[src/sv/tpwl_pkg.sv]
// ----------------------------------------------------------------------------
// tpwl_pkg
// Shared constants, types and helpers for the torsion parameter lookup.
// ----------------------------------------------------------------------------
package tpwl_pkg;

    localparam int TORS_DEPTH   = 256;
    localparam int MACRO_DEPTH  = 16;
    localparam int MEMBER_DEPTH = 16;
    localparam int NAME_CHARS   = 7;
    localparam int NAME_W       = 56;
    localparam int TIDX_W       = $clog2(TORS_DEPTH);
    localparam int MIDX_W       = $clog2(MACRO_DEPTH);
    localparam int BIDX_W       = $clog2(MEMBER_DEPTH);

    localparam logic [7:0] CH_WILD = 8'h58;
    localparam logic [7:0] CH_UNIV = 8'h23;

    localparam logic [1:0] OP_LOAD_ENTRY  = 2'd0;
    localparam logic [1:0] OP_LOAD_MACRO  = 2'd1;
    localparam logic [1:0] OP_LOAD_MEMBER = 2'd2;
    localparam logic [1:0] OP_LOOKUP      = 2'd3;

    localparam logic CFG_ENTRY_COUNT = 1'b0;
    localparam logic CFG_MACRO_COUNT = 1'b1;

    typedef struct packed {
        logic       key_rd;
        logic [1:0] key_sel;
        logic       mac_rd;
        logic       mem_rd;
        logic       clr;
        logic       par_rd;
        logic       emit;
    } tpwl_cmd_t;

    typedef struct packed {
        logic name_hit;
        logic is_univ;
        logic univ_hit;
        logic mem_hit;
        logic plain_hit;
        logic wild_ok;
    } tpwl_sts_t;

    function automatic logic [NAME_W-1:0] norm_name(input logic [NAME_W-1:0] v);
        logic [NAME_W-1:0] r;
        logic              live;
        r    = '0;
        live = 1'b1;
        for (int k = 0; k < NAME_CHARS; k++) begin
            if (v[8*k +: 8] == 8'h00)
                live = 1'b0;
            if (live)
                r[8*k +: 8] = v[8*k +: 8];
        end
        return r;
    endfunction

endpackage

[src/sv/tpwl_ctrl.sv]
// ----------------------------------------------------------------------------
// tpwl_ctrl
// Sequencer for loads and the two-pass, two-orientation table search.
// ----------------------------------------------------------------------------
module tpwl_ctrl
(
    input  logic                          clk,
    input  logic                          rst_n,
    input  logic                          start,
    input  logic [1:0]                    opcode,
    input  logic [8:0]                    entry_count,
    input  logic [4:0]                    macro_count,
    input  tpwl_pkg::tpwl_sts_t           sts,
    input  logic [4:0]                    size_in,
    output logic                          busy,
    output logic                          q_load,
    output logic [tpwl_pkg::TIDX_W-1:0]   entry_idx,
    output logic [1:0]                    atom_sel,
    output logic [tpwl_pkg::MIDX_W-1:0]   macro_idx,
    output logic [tpwl_pkg::BIDX_W-1:0]   member_idx,
    output tpwl_pkg::tpwl_cmd_t           cmd,
    output logic                          done,
    output logic                          found,
    output logic [8:0]                    entry_number
);

    typedef enum logic [9:0] {
        S_IDLE   = 10'b0000000001,
        S_ENTRY  = 10'b0000000010,
        S_KEY    = 10'b0000000100,
        S_MAC    = 10'b0000001000,
        S_MCHK   = 10'b0000010000,
        S_MEM    = 10'b0000100000,
        S_MEMCHK = 10'b0001000000,
        S_PARAM  = 10'b0010000000,
        S_EMIT   = 10'b0100000000,
        S_FETCH  = 10'b1000000000
    } state_t;

    state_t                       state_reg, state_next;
    logic [8:0]                   ent_reg, ent_next;
    logic                         pass_reg, pass_next;
    logic                         rev_reg, rev_next;
    logic [1:0]                   cmp_reg, cmp_next;
    logic [4:0]                   mac_reg, mac_next;
    logic [4:0]                   mem_reg, mem_next;
    logic                         hit_reg, hit_next;
    logic [8:0]                   ncap;
    logic [4:0]                   mcap;
    logic [4:0]                   scap;
    logic [1:0]                   key_pos;
    logic                         is_outer;
    logic                         cmp_ok;
    logic                         cmp_fail;
    logic                         lookup_go;

    function automatic logic [1:0] next_atom(input logic [1:0] c);
        case (c)
            2'd0:    return 2'd1;
            2'd1:    return 2'd2;
            2'd2:    return 2'd0;
            default: return 2'd3;
        endcase
    endfunction

    assign ncap = (entry_count > 9'(tpwl_pkg::TORS_DEPTH)) ? 9'(tpwl_pkg::TORS_DEPTH) : entry_count;
    assign mcap = (macro_count > 5'(tpwl_pkg::MACRO_DEPTH)) ? 5'(tpwl_pkg::MACRO_DEPTH) : macro_count;
    assign scap = (size_in > 5'(tpwl_pkg::MEMBER_DEPTH)) ? 5'(tpwl_pkg::MEMBER_DEPTH) : size_in;

    // Compare order: centre b, centre c, outer a, outer d.
    always_comb
    begin
        case (cmp_reg)
            2'd0:    atom_sel = 2'd1;
            2'd1:    atom_sel = 2'd2;
            2'd2:    atom_sel = 2'd0;
            default: atom_sel = 2'd3;
        endcase
        key_pos  = rev_reg ? 2'd3 - atom_sel : atom_sel;
        is_outer = cmp_reg[1];
    end

    assign busy       = (state_reg != S_IDLE);
    assign lookup_go  = start && !busy && opcode == tpwl_pkg::OP_LOOKUP;
    assign q_load     = start && !busy;
    assign entry_idx  = ent_reg[tpwl_pkg::TIDX_W-1:0];
    assign macro_idx  = mac_reg[tpwl_pkg::MIDX_W-1:0];
    assign member_idx = mem_reg[tpwl_pkg::BIDX_W-1:0];

    always_comb
    begin
        state_next = state_reg;
        ent_next   = ent_reg;
        pass_next  = pass_reg;
        rev_next   = rev_reg;
        cmp_next   = cmp_reg;
        mac_next   = mac_reg;
        mem_next   = mem_reg;
        hit_next   = hit_reg;
        cmd        = '0;
        cmd.key_sel = key_pos;
        cmp_ok     = 1'b0;
        cmp_fail   = 1'b0;
        case (state_reg)
            S_IDLE:
            begin
                if (lookup_go)
                begin
                    ent_next   = '0;
                    pass_next  = 1'b0;
                    rev_next   = 1'b0;
                    cmp_next   = '0;
                    hit_next   = 1'b0;
                    state_next = S_ENTRY;
                end
            end
            S_ENTRY:
            begin
                if (ent_reg >= ncap)
                begin
                    if (pass_reg)
                        state_next = S_PARAM;
                    else
                    begin
                        pass_next = 1'b1;
                        ent_next  = '0;
                    end
                end
                else
                begin
                    cmd.key_rd = 1'b1;
                    mac_next   = '0;
                    state_next = S_KEY;
                end
            end
            S_KEY:
            begin
                if (mac_reg >= mcap)
                begin
                    if (sts.plain_hit)
                        cmp_ok = 1'b1;
                    else
                        cmp_fail = 1'b1;
                end
                else
                begin
                    cmd.mac_rd = 1'b1;
                    mem_next   = '0;
                    state_next = S_MAC;
                end
            end
            S_MAC:
            begin
                cmd.mem_rd = 1'b1;
                mem_next   = '0;
                state_next = S_MCHK;
            end
            S_MCHK:
            begin
                if (!sts.name_hit)
                begin
                    mac_next   = mac_reg + 5'd1;
                    state_next = S_KEY;
                end
                else if (sts.is_univ && sts.univ_hit)
                    cmp_ok = 1'b1;
                else
                    state_next = S_MEM;
            end
            S_MEM:
            begin
                if (mem_reg >= scap)
                    cmp_fail = 1'b1;
                else
                begin
                    cmd.mem_rd = 1'b1;
                    state_next = S_MEMCHK;
                end
            end
            S_MEMCHK:
            begin
                if (sts.mem_hit)
                    cmp_ok = 1'b1;
                else
                begin
                    mem_next   = mem_reg + 5'd1;
                    state_next = S_FETCH;
                end
            end
            S_FETCH:
            begin
                state_next = S_MEM;
            end
            S_PARAM:
            begin
                cmd.par_rd = 1'b1;
                cmd.clr    = !hit_reg;
                state_next = S_EMIT;
            end
            S_EMIT:
            begin
                cmd.emit   = 1'b1;
                state_next = S_IDLE;
            end
            default:
            begin
                state_next = S_IDLE;
            end
        endcase

        // The member read for index mem_reg is issued in S_MEM; S_FETCH
        // simply returns there so the next member is read.
        if (cmp_fail && is_outer && pass_reg && sts.wild_ok)
        begin
            cmp_fail = 1'b0;
            cmp_ok   = 1'b1;
        end
        if (cmp_ok)
        begin
            if (cmp_reg == 2'd3)
            begin
                hit_next   = 1'b1;
                state_next = S_PARAM;
            end
            else
            begin
                cmp_next   = cmp_reg + 2'd1;
                state_next = S_ENTRY;
                cmd.key_rd = 1'b1;
                mac_next   = '0;
                state_next = S_KEY;
            end
        end
        else if (cmp_fail)
        begin
            cmp_next = '0;
            if (!rev_reg)
            begin
                rev_next   = 1'b1;
                state_next = S_ENTRY;
            end
            else
            begin
                rev_next   = 1'b0;
                ent_next   = ent_reg + 9'd1;
                state_next = S_ENTRY;
            end
        end
        if (cmd.key_rd && cmp_ok)
            cmd.key_sel = rev_reg ? 2'd3 - next_atom(cmp_reg + 2'd1)
                                  : next_atom(cmp_reg + 2'd1);
    end

    always_ff @(posedge clk or negedge rst_n)
    begin
        if (!rst_n)
        begin
            state_reg    <= S_IDLE;
            ent_reg      <= '0;
            pass_reg     <= 1'b0;
            rev_reg      <= 1'b0;
            cmp_reg      <= '0;
            mac_reg      <= '0;
            mem_reg      <= '0;
            hit_reg      <= 1'b0;
            done         <= 1'b0;
            found        <= 1'b0;
            entry_number <= '0;
        end
        else
        begin
            state_reg <= state_next;
            ent_reg   <= ent_next;
            pass_reg  <= pass_next;
            rev_reg   <= rev_next;
            cmp_reg   <= cmp_next;
            mac_reg   <= mac_next;
            mem_reg   <= mem_next;
            hit_reg   <= hit_next;
            done      <= cmd.emit;
            if (cmd.emit)
            begin
                found        <= hit_reg;
                entry_number <= hit_reg ? ent_reg + 9'd1 : 9'd0;
            end
        end
    end

endmodule

[config.mk]
export PLATFORM = sky130hd
export DESIGN_NAME = tpwl_ctrl
export DESIGN_NICKNAME = d
export VERILOG_FILES = /design/src/sv/tpwl_pkg.sv /design/src/sv/tpwl_ctrl.sv
export SDC_FILE = /design/constraint.sdc
export NUM_CORES = 1
export LEC_CHECK = 0
export BUFFER_PORTS_ARGS = -buffer_cell sky130_fd_sc_hd__buf_4
export CAP_MARGIN = 20
export CORE_MARGIN = 4
export CORE_UTILIZATION = 40
export DETAILED_ROUTE_END_ITERATION = 16
export GPL_TIMING_DRIVEN = 0
export PLACE_DENSITY = 0.68
export SYNTH_ARGS = -nofsm -noshare
export SYNTH_HDL_FRONTEND = slang
export SYNTH_SLANG_ARGS = --single-unit
[constraint.sdc]
create_clock -name clk -period 2.7 [get_ports clk]
set_input_delay 0 -clock clk [delete_from_list [all_inputs] [get_ports clk]]
set_output_delay 0 -clock clk [all_outputs]
set_load 0.02 [all_outputs]
Yosys cells after proc, flatten, opt, wreduce, memory -nomap -nowiden --
Cells that the tools add are included. W data, S select, Z words.
Cells by class: $add $sub $neg 6, multiply operators 0, divide/modulo/power cells 0, $lt $le $gt $ge 6, equality and inequality tests 27, shift operators 0, muxes and demuxes 76, bitwise logic cells 0, reduce and logical (&&, ||, !) cells 16
Operators with widths (count):
- $mux W10 | 10
- $pmux W10 S9 | 1
- $mux W9 | 8
- $mux W5 | 8
- $mux W1 | 29
- $mux W2 | 10
- $pmux W9 S2 | 1
- $ne A4 B4 Y1 const B | 4
- $pmux W5 S3 | 1
- $pmux W2 S3 | 2
- $add A5 B1 Y5 const B | 2
- $eq A10 B1 Y1 const B | 1
- $eq A10 B10 Y1 const B | 1
- $eq A10 B2 Y1 const B | 1
- $eq A10 B3 Y1 const B | 1
- $eq A10 B4 Y1 const B | 1
- $eq A10 B5 Y1 const B | 1
- $eq A10 B6 Y1 const B | 1
- $eq A10 B7 Y1 const B | 1
- $eq A10 B8 Y1 const B | 1
- $eq A10 B9 Y1 const B | 1
- $ge A5 B5 Y1 | 2
- $gt A5 B5 Y1 const B | 2
- $ne A10 B1 Y1 const B | 1
- other kinds (20) | 40
Word-level totals: flip-flop bits (word level) 45, bits in latches 0, RAM bits 0, bits in read-only memories 0, bits of input ports 30, output and inout port bits 39, logic and storage cells 142, memories kept 0

Longest topological paths before layout --
depth in word-level cells 15, gate-level depth with buffers 11, depth with buffers taken out 10

Worst setup path after synthesis --
Ideal clock, no wire load.
kind register to register, start point register state_reg[4], end point register ent_reg[0], library setup time 0.118 ns, arrival time 2.328 ns, data required time 2.582 ns, setup slack 0.254 ns, stages on the path, launching flop included 11, buffers on the path 3, clock period less this slack 2.446 ns, path through dfrtp_1 -> buf_2 -> or4_4 -> nor2_4 -> nand4b_2 -> or2_1 -> buf_2 -> a21boi_4 -> and2_4 -> buf_6 -> a21o_1
Between the ends: cells in the longest elaborated chain, start to end 9, elaborated cells on any way between the ends 22, those cells by class 7 x eq/ne; 9 x mux; 6 x reduce/logical
RTL lines:
- start, declared | line tpwl_ctrl.sv:40 | state_t state_reg, state_next;
- start signal, assigned | line tpwl_ctrl.sv:272 | state_reg <= state_next;
- $ne A10 B1 Y1 * | line tpwl_ctrl.sv:83 | assign busy = (state_reg != S_IDLE);
- via busy | line tpwl_ctrl.sv:15 | output logic busy,
- $logic_not A1 Y1 * | line tpwl_ctrl.sv:84 | assign lookup_go = start && !busy && opcode == tpwl_pkg::OP_LOOKUP;
- $logic_and A1 B1 Y1 * (2 in series) | line tpwl_ctrl.sv:84
- $mux W9 * | line tpwl_ctrl.sv:107 | if (lookup_go)
- $pmux W9 S2 * | line tpwl_ctrl.sv:104 | case (state_reg)
- $mux W9 | line tpwl_ctrl.sv:237 | if (!rev_reg)
- $mux W9 | line tpwl_ctrl.sv:234 | else if (cmp_fail)
- $mux W9 * | line tpwl_ctrl.sv:218 | if (cmp_ok)
- via ent_next[0] | line tpwl_ctrl.sv:41 | logic [8:0] ent_reg, ent_next;
- end signal, assigned | line tpwl_ctrl.sv:273 | ent_reg <= ent_next;
- end, declared | line tpwl_ctrl.sv:41
The timed path passes the listed nets; every way through them passes the cells marked *. A chain may end at the register's enable or synchronous reset.

==> flow_metrics.py <==
metrics = {
    "run_status": {
        "status": "complete, but fails checks",
        "failed_checks": "negative setup slack",
    },
    "sta": {
        "layout_setup_ws_ns": -0.00885,
        "period_needed_ns": 2.71,
        "finalHoldViolCount": 0,
        "post-route-period-util_pct": 100,
        "slew_viol_final": 0,
        "slew_headroom_pct": 44.8,
        "setup_viol": 1,
        "max_freq_ghz": 0.369,
        "hold_ws_ns": 0.0938,
        "fin_skew_ns": 0.00732,
        "worst_pin_slew_ns": 0.822,
        "rsz0062_at_grt": "yes",
    },
    "worst_setup_path": {
        "critical-path-max-stage-delay_ns": 0.47,
        "rr_worst_depth": 8,
        "crit_buf_inv": 1,
        "cp_top_family": "compound AO/OA/AOI/OAI gates",
        "crit_type": "register to primary output",
        "start_kind": "register",
        "cp.required_ns": 2.70,
        "cp-end-kind": "primary output",
        "cp.arrival_ns": 2.71,
        "cp_max_fo": 6,
        "worst_path_max_delay_cell": "dfrtp_2",
        "cp.depth": 9,
        "path_cells": "ha_4, o211ai_1, o21a_1, or3_4, a21boi_4, o21a_4, mux2_4, xor2_1, buf_4",
    },
    "synthesis": {
        "netlist_top_cells_count": "53 x nand2_1, 44 x dfrtp_1, 28 x o21ai_0",
        "async_reset_ff_share_pct": 100,
        "synth.distinct_cells": 61,
        "syn_inst": 344,
        "seq_area_frac_synth_pct": 36.7,
        "avgSynthCellArea_um2": 8.92,
        "synth_area_leaders": "dfrtp_1 36%, ha_1 9.8%, nand2_1 6.5%",
        "synth_edf_count": 0,
        "ys_warn_count": 0,
        "ys_seq_elements": 45,
        "synth_top_area_share_pct": 35.9,
        "synth.most_common_cell": "nand2_1",
        "yosys.area.top_type": "dfrtp_1",
        "synth_nets": 398,
        "synth_area_um2": 3070,
        "synth-main-ff-cell": "dfrtp_1",
    },
    "die": {
        "start_util_pct": 41.6,
        "chipHeight_um": 95.6,
        "num_io_pins": 69,
        "die_w_um": 95.6,
        "rows": 31,
        "die_area_um2": 9140,
        "core_um2": 7370,
    },
    "clocking": {
        "clk_pin_slew_worst_paths_ns": 0.08,
        "cts_htree_levels": 2,
        "clkSinkCount": 45,
        "clk_path_buf_depth": 2,
        "cts_tree": "yes",
        "numCtsBuffers": 5,
        "clkLatencyLatePin_ns": 0.30,
        "root_buffer": "clkbuf_8",
    },
    "layout": {
        "largest_register_ffs": 10,
        "final_area_um2": 4060,
        "area_growth_pct": 32.4,
        "post_route_cells_drive_above_1_share_pct": 36.3,
        "n_antenna_cell": 0,
        "final_net_count": 491,
        "filler_cell_count": 693,
    },
    "power": {
        "p_int_mw": 1.23,
        "clockPowerShare_pct": 24.7,
        "p_leak_nw": 2.02,
        "combPwrFrac_pct": 32.1,
        "vdd_drop_max_mv": 0.214,
        "power.switching_uw": 565,
        "seq_power_share_pct": 43.2,
        "power_mw": 1.79,
        "sw_frac_of_total_pct": 31.5,
        "pwr_density_cell_nw_per_um2": 442,
    },
    "placed_design": {
        "globalplace.congestion": 0.832,
        "dp_hpwl_mm": 5.48,
        "place_area_um2": 3700,
        "pre_cts_ws_ns": 0.0134,
        "io_buffers": 68,
    },
    "drt": {
        "viasPerCell": 5.05,
        "final_antenna_net_count": 0,
        "wirelength_mm": 7.32,
        "drtPass1Iterations": 4,
        "drtIter0Drc": 120,
        "num_vias": 2714,
        "wire_per_inst_um": 13.6,
        "drc": 0,
    },
    "grt": {
        "grt_max_degree": 46,
        "grt_pass1_vias": 2608,
        "grt_first_pass_wirelength_mm": 12.0,
        "grt.total_usage_pct": 16.6,
        "grt_overflow": 0,
        "antenna_found_initial": 0,
    },
    "hold_path": {
        "hold_path_class": "input pin to register",
        "holdPathStages": 4,
    },
    "flow_run": {
        "maxCapViolCount": 0,
    },
}
## kinds of logic (layout without fill, tap and decap cells)
logic type,count (synthesis),count (layout),share of synthesized area (%)
fa+ha+maj,24,24,9.78
xor+xnor,10,10,2.85
compound gates,78,78,16.9
simple gates,148,148,26.2
buf+inv,38,132,7.01
mux,1,1,0.489
flops,45,45,36.7
## what timing repair did
action                     CTS  global route
resized for setup           10            20
pin swaps                    5             6
setup endpoints to repair    8            12
hold endpoints to repair    46             0
gates cloned                 0             0
buffers inserted             3            13
hold buffers                 3             0
## cells in the final DEF, fill, tap and decap left out, drive strengths merged, types with 4 or more instances in the layout
master  instances
dfrtp          44
buf           104
nor4            6
clkbuf          8
ha             24
a21o            8
nand3          19
o21ai          28
inv            14
xor2            7
nand2b          8
nor2           21
nand2          54
o21a            5
nor2b           7
or4             4
a311oi          4
or2             6
a21oi          14
## worst register-to-register path, stage by stage, from the launching register on
cell       delay, ns
dfrtp_2         0.45
ha_1            0.33
a2111oi_2       0.38
o21ai_1         0.13
a21oi_2         0.22
nor2_1          0.08
or4_4           0.53
nand2_1         0.16
a311oi_1        0.11
## cell type report
| cell class | count | area [µm²] | area share (%) |
|---|---|---|---|
| Buffer | 22 | 155 | 3.82 |
| Clock buffer | 6 | 82.6 | 2.03 |
| Clock inverter | 2 | 13.8 | 0.339 |
| Inverter | 15 | 56.3 | 1.39 |
| Multi-Input combinational cell | 261 | 1830 | 45.1 |
| Sequential cell | 45 | 1140 | 28.0 |
| Tap cell | 99 | 124 | 3.05 |
| Timing Repair Buffer | 87 | 661 | 16.3 |
## path summary, 6_finish.rpt
kind,startpoint,endpoint,slack (ns)
worst min-delay path,sts[1],rev_reg$_DFF_PN0_,0.09
min in group asynchronous,rst_n,mem_reg[3]$_DFFE_PN0P_,0.23
worst max-delay path,mem_reg[2]$_DFFE_PN0P_,cmd[6],-0.009
worst max register to register,ent_reg[6]$_DFF_PN0_,mac_reg[2]$_DFF_PN0_,0.17
worst min register to register,entry_number[5]$_DFFE_PN0P_,entry_number[5]$_DFFE_PN0P_,0.49
max in group asynchronous,rst_n,state_reg[7]$_DFFE_PN0P_,2.05
## metal layers
| layer | GRT usage, % | vias to the layer above | part of all wire (%) |
|---|---|---|---|
| met1 | 22.4 | 1271 | 47 |
| li1 | - | 1390 | - |
| met2 | 27.2 | 45 | 48 |
| met3 | 2.68 | 8 | 3.7 |
| met4 | 5.09 | 0 | 1.6 |
| met5 | 0 | - | 0 |
## per-stage QoR
stage | util [%] | TNS (ns) | std cells
after floorplan | - | 0 | 344
after global placement | 50.3 | 0 | 511
after detailed placement | 50.3 | 0 | 511
after CTS | 52.6 | -0.0247 | 525
after global routing | 55.1 | -0.250 | 537
final | 55.1 | -0.00885 | 537
## power by group through the flow
stage          Clock, mW  Combinational, mW  Sequential (mW)
2_1_floorplan          0              0.305            0.766
3_3_place_gp           0              0.453            0.777
3_5_place_dp           0              0.463            0.782
4_1_cts            0.453              0.487            0.768
5_1_grt            0.483              0.644            0.781
6_report           0.443              0.577            0.775
Power figures use the tool's default switching activity.
